### config.mk
export PLATFORM = sky130hd
export DESIGN_NAME = planar_yuv_to_rgb_pixel_top
export DESIGN_NICKNAME = d
export VERILOG_FILES = /design/src/sv/yuvrgb_pkg.sv /design/src/sv/planar_yuv_to_rgb_pixel_top.sv /design/src/sv/yuvrgb_rescale.sv
export SDC_FILE = /design/constraint.sdc
export NUM_CORES = 2
export LEC_CHECK = 0
export ABC_AREA = 1
export BUFFER_PORTS_ARGS = -buffer_cell sky130_fd_sc_hd__buf_2
export CAP_MARGIN = 5
export CORE_MARGIN = 2
export CORE_UTILIZATION = 25
export DETAILED_ROUTE_END_ITERATION = 6
export PLACE_DENSITY = 0.5
export SYNTH_ARGS = -nofsm -noshare
export SYNTH_HDL_FRONTEND = slang
export SYNTH_HIERARCHICAL = 1
export SYNTH_SLANG_ARGS = --single-unit
### constraint.sdc
create_clock -name clock -period 42.7 [get_ports clock]
set_clock_uncertainty 0.15 [all_clocks]
set_input_delay 2.135 -clock clock [delete_from_list [all_inputs] [get_ports clock]]
set_output_delay 2.135 -clock clock [all_outputs]
set_load 0.02 [all_outputs]
### src/sv/yuvrgb_pkg.sv
// shared constants and types of the yuv to rgb pixel converter
`default_nettype none

package yuvrgb_pkg;

   localparam int SAMPLE_BITS_DEF = 16;
   localparam int MAX_W           = 16;   // width of the full-scale register
   localparam int LEVEL_W         = 8;    // rescaled sample and colour width
   localparam int REM_W           = LEVEL_W + MAX_W;
   localparam int LANES           = 3;
   localparam int CSR_IDX_W       = 2;
   localparam int PROD_W          = 20;
   localparam int SUM_W           = 22;

   localparam logic [MAX_W-1:0] MAX_VALUE_DEF = 16'd1023;

   localparam logic [LEVEL_W-1:0] NEUTRAL_CHROMA = 8'd128;
   localparam logic [LEVEL_W-1:0] LEVEL_MAX      = 8'd255;

   localparam logic signed [PROD_W-1:0] LUMA_OFFSET   = 20'sd16;
   localparam logic signed [PROD_W-1:0] CHROMA_OFFSET = 20'sd128;
   localparam logic signed [PROD_W-1:0] COEF_Y        = 20'sd298;
   localparam logic signed [PROD_W-1:0] COEF_R_CR     = 20'sd409;
   localparam logic signed [PROD_W-1:0] COEF_G_CB     = 20'sd100;
   localparam logic signed [PROD_W-1:0] COEF_G_CR     = 20'sd208;
   localparam logic signed [PROD_W-1:0] COEF_B_CB     = 20'sd516;
   localparam logic signed [SUM_W-1:0]  ROUND_TERM    = 22'sd128;

   localparam logic [CSR_IDX_W-1:0] REG_DEEP_MODE      = 2'd0;
   localparam logic [CSR_IDX_W-1:0] REG_MAX_VALUE      = 2'd1;
   localparam logic [CSR_IDX_W-1:0] REG_CHROMA_PRESENT = 2'd2;

   // 8-bit mode samples that ride alongside the rescale pipeline
   typedef struct packed {
      logic [LEVEL_W-1:0] luma;
      logic [LEVEL_W-1:0] cb;
      logic [LEVEL_W-1:0] cr;
   } plain_type;

endpackage

`default_nettype wire

### src/sv/planar_yuv_to_rgb_pixel_top.sv
// BT.601 limited-range yuv to rgb pixel converter, top level
//
// input channel req_*: one pixel word per handshake (luma, Cb, Cr samples);
// only the low SAMPLE_BITS bits of each sample count.
// result channel rsp_*: one word of clamped 8-bit red, green and blue per pixel.
// csr_*: write-only registers, index 0 deep_mode, 1 max_value, 2 chroma_present;
// other indexes are dropped. write them only while no pixel is in flight.
// throughput: one pixel per clock unless the output word is held; the rescale divide
// resolves one quotient bit per stage over eight stages, followed by a multiply stage
// and a sum and clamp stage.
// reset (synchronous) empties the pipeline and loads the register defaults
// deep_mode 0, max_value 1023, chroma_present 1.
// when the receiver holds rsp_ready low with a word waiting, the whole pipeline
// freezes and req_ready drops; nothing is lost or repeated.
`default_nettype none

module planar_yuv_to_rgb_pixel_top
   import yuvrgb_pkg::*;
#(
   parameter int SAMPLE_BITS = SAMPLE_BITS_DEF
) (
   input  wire logic                 clock,
   input  wire logic                 reset,
   input  wire logic                 req_valid,
   output logic                      req_ready,
   input  wire logic [15:0]          req_luma,
   input  wire logic [15:0]          req_chroma_blue,
   input  wire logic [15:0]          req_chroma_red,
   output logic                      rsp_valid,
   input  wire logic                 rsp_ready,
   output logic [LEVEL_W-1:0]        rsp_red,
   output logic [LEVEL_W-1:0]        rsp_green,
   output logic [LEVEL_W-1:0]        rsp_blue,
   input  wire logic                 csr_write_en,
   input  wire logic [CSR_IDX_W-1:0] csr_index,
   input  wire logic [MAX_W-1:0]     csr_wdata
);

   localparam int NUM_W = SAMPLE_BITS + 9;

   logic             deep_mode_ff;
   logic [MAX_W-1:0] max_value_ff;
   logic             chroma_present_ff;
   logic [MAX_W-1:0] full_scale;

   logic                   advance;
   logic [SAMPLE_BITS-1:0] samp [LANES];
   logic [SAMPLE_BITS-1:0] deep_samp [LANES];
   logic [NUM_W-1:0]       num [LANES];
   plain_type              plain_in;

   logic               div_valid;
   logic [LEVEL_W-1:0] div_level [LANES];
   plain_type          div_side;
   logic [LEVEL_W-1:0] level [LANES];

   logic signed [PROD_W-1:0] c_val, d_val, e_val;
   logic                     prod_valid_ff;
   logic signed [PROD_W-1:0] y_term_ff, r_cr_ff, g_cb_ff, g_cr_ff, b_cb_ff;

   logic signed [SUM_W-1:0] red_sum, green_sum, blue_sum;
   logic                    rsp_valid_ff;
   logic [LEVEL_W-1:0]      red_ff, green_ff, blue_ff;

   function automatic logic [LEVEL_W-1:0] clamp_level(input logic signed [SUM_W-1:0] sum);
      logic [SUM_W-9:0] shifted;
      begin
         shifted = sum[SUM_W-1:8];
         if (sum[SUM_W-1]) begin
            clamp_level = '0;
         end else if (shifted > (SUM_W-8)'(LEVEL_MAX)) begin
            clamp_level = LEVEL_MAX;
         end else begin
            clamp_level = shifted[LEVEL_W-1:0];
         end
      end
   endfunction

   // registers
   always_ff @(posedge clock) begin
      if (reset) begin
         deep_mode_ff      <= 1'b0;
         max_value_ff      <= MAX_VALUE_DEF;
         chroma_present_ff <= 1'b1;
      end else if (csr_write_en) begin
         case (csr_index)
            REG_DEEP_MODE:      deep_mode_ff      <= csr_wdata[0];
            REG_MAX_VALUE:      max_value_ff      <= csr_wdata;
            REG_CHROMA_PRESENT: chroma_present_ff <= csr_wdata[0];
            default: ;
         endcase
      end
   end

   assign full_scale = (max_value_ff == '0) ? MAX_VALUE_DEF : max_value_ff;

   // whole pipeline moves unless the output word is held
   assign advance   = !rsp_valid_ff || rsp_ready;
   assign req_ready = advance;

   // entry: sample select and rescale numerator s*255 + m/2
   assign samp[0] = req_luma[SAMPLE_BITS-1:0];
   assign samp[1] = req_chroma_blue[SAMPLE_BITS-1:0];
   assign samp[2] = req_chroma_red[SAMPLE_BITS-1:0];

   always_comb begin
      for (int i = 0; i < LANES; i++) begin
         if (i != 0 && !chroma_present_ff) begin
            deep_samp[i] = SAMPLE_BITS'(full_scale >> 1);
         end else begin
            deep_samp[i] = samp[i];
         end
         num[i] = (NUM_W'({deep_samp[i], {LEVEL_W{1'b0}}}) - NUM_W'(deep_samp[i]))
                  + NUM_W'(full_scale >> 1);
      end
   end

   assign plain_in.luma = samp[0][LEVEL_W-1:0];
   assign plain_in.cb   = chroma_present_ff ? samp[1][LEVEL_W-1:0] : NEUTRAL_CHROMA;
   assign plain_in.cr   = chroma_present_ff ? samp[2][LEVEL_W-1:0] : NEUTRAL_CHROMA;

   yuvrgb_rescale #(
      .SAMPLE_BITS (SAMPLE_BITS)
   ) u_rescale (
      .clock     (clock),
      .reset     (reset),
      .enable    (advance),
      .in_valid  (req_valid),
      .in_num    (num),
      .in_side   (plain_in),
      .divisor   (full_scale),
      .out_valid (div_valid),
      .out_level (div_level),
      .out_side  (div_side)
   );

   assign level[0] = deep_mode_ff ? div_level[0] : div_side.luma;
   assign level[1] = deep_mode_ff ? div_level[1] : div_side.cb;
   assign level[2] = deep_mode_ff ? div_level[2] : div_side.cr;

   assign c_val = $signed(PROD_W'(level[0])) - LUMA_OFFSET;
   assign d_val = $signed(PROD_W'(level[1])) - CHROMA_OFFSET;
   assign e_val = $signed(PROD_W'(level[2])) - CHROMA_OFFSET;

   // product stage
   always_ff @(posedge clock) begin
      if (reset) begin
         prod_valid_ff <= 1'b0;
      end else if (advance) begin
         prod_valid_ff <= div_valid;
      end
   end

   always_ff @(posedge clock) begin
      if (advance) begin
         y_term_ff <= c_val * COEF_Y;
         r_cr_ff   <= e_val * COEF_R_CR;
         g_cb_ff   <= d_val * COEF_G_CB;
         g_cr_ff   <= e_val * COEF_G_CR;
         b_cb_ff   <= d_val * COEF_B_CB;
      end
   end

   // sum, round and clamp into the output register
   assign red_sum   = SUM_W'(y_term_ff) + SUM_W'(r_cr_ff) + ROUND_TERM;
   assign green_sum = SUM_W'(y_term_ff) - SUM_W'(g_cb_ff) - SUM_W'(g_cr_ff) + ROUND_TERM;
   assign blue_sum  = SUM_W'(y_term_ff) + SUM_W'(b_cb_ff) + ROUND_TERM;

   always_ff @(posedge clock) begin
      if (reset) begin
         rsp_valid_ff <= 1'b0;
      end else if (advance) begin
         rsp_valid_ff <= prod_valid_ff;
      end
   end

   always_ff @(posedge clock) begin
      if (advance) begin
         red_ff   <= clamp_level(red_sum);
         green_ff <= clamp_level(green_sum);
         blue_ff  <= clamp_level(blue_sum);
      end
   end

   assign rsp_valid = rsp_valid_ff;
   assign rsp_red   = red_ff;
   assign rsp_green = green_ff;
   assign rsp_blue  = blue_ff;

endmodule

`default_nettype wire

### src/sv/yuvrgb_rescale.sv
// pipelined rescale of three samples: saturation check then one quotient bit per stage
`default_nettype none

module yuvrgb_rescale
   import yuvrgb_pkg::*;
#(
   parameter int SAMPLE_BITS = SAMPLE_BITS_DEF
) (
   input  wire logic                           clock,
   input  wire logic                           reset,
   input  wire logic                           enable,
   input  wire logic                           in_valid,
   input  wire logic [SAMPLE_BITS+8:0]         in_num [LANES],
   input  wire plain_type                      in_side,
   input  wire logic [MAX_W-1:0]               divisor,
   output logic                                out_valid,
   output logic [LEVEL_W-1:0]                  out_level [LANES],
   output plain_type                           out_side
);

   localparam int NUM_W = SAMPLE_BITS + 9;
   localparam int CMP_W = (NUM_W > REM_W) ? NUM_W : REM_W;
   localparam int STEPS = LEVEL_W;

   logic               valid_ff [0:STEPS];
   plain_type          side_ff  [0:STEPS];
   logic [REM_W-1:0]   rem_ff   [0:STEPS-1][0:LANES-1];
   logic [LEVEL_W-1:0] quo_ff   [0:STEPS][0:LANES-1];
   logic               sat_ff   [0:STEPS][0:LANES-1];

   always_ff @(posedge clock) begin
      if (reset) begin
         valid_ff[0] <= 1'b0;
      end else if (enable) begin
         valid_ff[0] <= in_valid;
      end
   end

   always_ff @(posedge clock) begin
      if (enable) begin
         side_ff[0] <= in_side;
      end
   end

   genvar l, k;
   generate
      for (l = 0; l < LANES; l++) begin : g_entry
         // quotient at or above 256 saturates, otherwise it fits the remainder width
         always_ff @(posedge clock) begin
            if (enable) begin
               rem_ff[0][l] <= REM_W'(in_num[l]);
               quo_ff[0][l] <= '0;
               sat_ff[0][l] <= CMP_W'(in_num[l]) >= CMP_W'({divisor, {LEVEL_W{1'b0}}});
            end
         end
      end

      for (k = 1; k <= STEPS; k++) begin : g_step
         always_ff @(posedge clock) begin
            if (reset) begin
               valid_ff[k] <= 1'b0;
            end else if (enable) begin
               valid_ff[k] <= valid_ff[k-1];
            end
         end

         always_ff @(posedge clock) begin
            if (enable) begin
               side_ff[k] <= side_ff[k-1];
            end
         end

         for (l = 0; l < LANES; l++) begin : g_lane
            logic [REM_W-1:0] shifted;
            logic [REM_W:0]   diff;

            assign shifted = REM_W'(divisor) << (STEPS - k);
            assign diff    = {1'b0, rem_ff[k-1][l]} - {1'b0, shifted};

            always_ff @(posedge clock) begin
               if (enable) begin
                  quo_ff[k][l] <= quo_ff[k-1][l]
                                  | (LEVEL_W'(!diff[REM_W]) << (STEPS - k));
                  sat_ff[k][l] <= sat_ff[k-1][l];
               end
            end

            if (k < STEPS) begin : g_rem
               always_ff @(posedge clock) begin
                  if (enable) begin
                     rem_ff[k][l] <= diff[REM_W] ? rem_ff[k-1][l] : diff[REM_W-1:0];
                  end
               end
            end
         end
      end

      for (l = 0; l < LANES; l++) begin : g_out
         assign out_level[l] = sat_ff[STEPS][l] ? LEVEL_MAX : quo_ff[STEPS][l];
      end
   endgenerate

   assign out_valid = valid_ff[STEPS];
   assign out_side  = side_ff[STEPS];

endmodule

`default_nettype wire

==> results.toml <==
[run_status]
status = "finished, violations left"
violations = "design-rule violations"

[worst_setup_path]
cp.arrival_ns = 6.72
slowest_stage = "dfxtp_1"
cp_num_buf_inv = 3
required_ns = 43.07
max_stage_delay_ns = 0.86
worst_path_most_repeated_cell = "o21ai_0"
cpLargestDelayFamily = "adder cells"
start_kind = "register"
path_max_fanout = 26
path_class = "register to register"
crit_chain = "inv_1 -> or2_2 -> o21ai_0 -> nand3_1 -> xor2_1 -> ha_1 -> ha_1 -> inv_1 -> fa_1 -> fa_1 -> inv_1 -> ha_1 -> nand2_1 -> o21ai_0 -> nand2_1 -> nand2_1 -> a21oi_1 -> o21ai_0 -> a21oi_1 -> o21ai_0 -> nand2_1 -> nand4_1 -> o21ai_0"
crit_path_end_kind = "register"

[timing]
hold_violations = 0
slew_violations = 0
fmax_mhz = 157
setup_slack_ns = 36.35
fin_crit_ns = 6.35
slew_headroom_pct = 23.7
tightestPinTransition_ns = 1.15
setup_viol = 0
rsz0062_at_grt = "false"
period_share_pct = 14.9
setup_tns_ns = 0

[finish]
drive_gt1_share_pct = 6.08
fillers = 32900
multi_input_area_um2 = 39500
area_delta_synth_final_pct = 12.6
final_nets = 10500
seqCellArea_um2 = 31600
fin_util_pct = 28.3
fin_area_um2 = 86600

[logic_synthesis]
syn_nets = 10300
yosysSeqAreaShare_pct = 41.1
synth_ff_type = "edfxtp_1"
synth-seq-cells = 1059
yosys.area.top_type_share_pct = 40.6
yosysTopAreaCell = "edfxtp_1"
synthTopCellsByArea = "edfxtp_1, nand2_1, ha_1"
yosys_warnings = 6
async_flop_share_pct = 0
synth_edf_count = 1039
ys_types = 64
synth.avg_cell_area_um2 = 8.22
synthesis.area_um2 = 76900
synthCells = 9358

[global_route]
grt_max_degree = 196
grt_pass1_vias = 58100
grt_pass1_wl_um = 324000
antenna_found_initial = 5
grt_remaining_overflow = 0
track_usage_pct = 13.1

[clock_tree]
cts_hold_buf = 0
clock_path_buffers = 4
cts.htree.levels = 4
clk_latency_ns = 0.81
root_buffer = "clkbuf_16"
cts_tree = "yes"
post_cts_buffers = 0
cts.sinks = 1059
post_cts_resized = 0
numCtsBuffers = 141
path_clk_slew_ns = 0.06

[floorplanning]
die_y_um = 559
die_x_um = 559
start_util_pct = 25.1
core_area_um2 = 306000
io_pins = 97
dieArea_um2 = 312000
fp-row-count = 203

[detailed_routing]
post_drt_wl_per_cell_um = 15.0
drt_pass1_iterations = 7
drcViolationCount = 1
drt_iter0_drc = 4007
avgViaCountPerCell = 4.35
drtAntennaViolNets = 0
num_vias = 59900
drt-total-wl_um = 206000

[power_and_ir_drop]
finalPower_mw = 6.30
pwr_density_cell_nw_per_um2 = 72.8
vdd_drop_max_uv = 55.6
p_leak_nw = 40.1

[placement]
routabilityCongestion = 0.867
portBuffers = 96
place_ws_ns = 36.23
place_area_um2 = 82200
dp_hpwl_um = 159000

[run]
maxCapViolations = 0

[hold_path]
hp-class = "register to register"
[metal layers]
layer	GRT usage (%)	up-vias	wire, um
met2	20.6	1013	89000
met3	1.41	268	7250
met4	4.00	0	6050
met5	0	-	0
li1	-	31300	-
met1	18.8	27300	104000
[cell usage in the layout (no fill, tap or decap), types with 99 or more instances in the layout]
cell	n
nand2_1	2988
inv_1	1328
edfxtp_1	1039
ha_1	770
nor2_1	652
nand3_1	579
a21oi_1	495
o21ai_0	204
xor2_1	190
clkbuf_16	143
xnor2_1	132
nand3b_1	108
nand4_1	99
[registers in the layout, summed over array words and instances, names as in the netlist, 12 cells and up]
register           flops
u_rescale/rem_ff     576
u_rescale/side_ff    216
u_rescale/quo_ff     108
u_rescale/sat_ff      27
r_cr_ff               19
b_cb_ff               18
y_term_ff             18
max_value_ff          16
g_cb_ff               12
g_cr_ff               12
[cell families (layout without fill, tap and decap cells)]
group                    Yosys count  count (layout)  share of synthesized area, %
AND/OR/NAND/NOR                 4729            4729                          26.2
buffers and inverters           1467            1753                          7.56
flip-flops                      1059            1059                          41.1
AO/OA/AOI/OAI                    911             911                          6.41
adder cells (fa/ha/maj)          868             868                          15.1
XOR/XNOR                         322             322                          3.67
multiplexers                       2               2                        0.0260
other                              0               4                             0
[power breakdown]
part	internal, mW	switching, mW
clock network	0.673	0.467
registers	1.68	0.244
logic	1.17	2.07
[layout make-up]
type                    count  area share, %
diodes                      4         0.0116
clock buffers             159           4.20
clock inverters            82          0.855
inverters                1378           5.99
multi-input cells        6832           45.6
flip-flops and latches   1059           36.5
well taps                4100           5.92
repair buffers            134          0.913
[Yosys cell counts (8+ instances only)]
master	number
xor2_1	190
clkbuf_1	24
and2_1	29
nand4_1	99
nand3_1	579
nand2_1	2989
buf_2	13
dfxtp_1	20
ha_1	770
edfxtp_1	1039
a21o_1	13
nor2_1	652
fa_1	98
inv_2	31
buf_4	22
xnor2_1	132
nor2_2	18
or2_2	45
inv_1	1345
o211ai_1	14
nor2_4	17
a21oi_1	495
o21ai_1	84
o21bai_1	17
nor3_2	8
a21oi_2	21
nor4_1	25
nand2_2	30
buf_6	27
o21ai_2	18
nand3b_1	108
nand3_2	25
nor3_1	80
o21a_1	11
o21ai_0	204
a31oi_1	13
[metrics by stage]
| step | cells | hold slack [ns] |
|---|---|---|
| after detailed placement | 13500 | 0.255 |
| after global placement | 13500 | 0.251 |
| after global routing | 13700 | 0.244 |
| after floorplan | 9358 | 0.250 |
| after CTS | 13700 | 0.238 |
| final | 13700 | 0.240 |
[final timing paths]
| check | from | endpoint | slack, ns | cells after the start |
|---|---|---|---|---|
| worst max-delay path | deep_mode_ff | y_term_ff[18] | 36.35 | 23 |
| worst min-delay path | u_rescale/side_ff[2][41] | u_rescale/side_ff[3][17] | 0.24 | 0 |
| worst max register to register | deep_mode_ff | y_term_ff[18] | 36.35 | 23 |
| worst min register to register | u_rescale/side_ff[2][41] | u_rescale/side_ff[3][17] | 0.24 | 0 |
[worst reg2reg max path, cell delays in order, from the launching register on]
cell	delay [ns]
dfxtp_1	0.86
inv_1	0.53
or2_2	0.42
o21ai_0	0.16
nand3_1	0.14
xor2_1	0.48
ha_1	0.25
ha_1	0.22
inv_1	0.07
fa_1	0.43
fa_1	0.55
inv_1	0.04
ha_1	0.35
nand2_1	0.06
o21ai_0	0.25
nand2_1	0.09
nand2_1	0.07
a21oi_1	0.08
o21ai_0	0.27
a21oi_1	0.10
o21ai_0	0.27
nand2_1	0.09
nand4_1	0.07
o21ai_0	0.08
(Power assumes the default switching activity.)
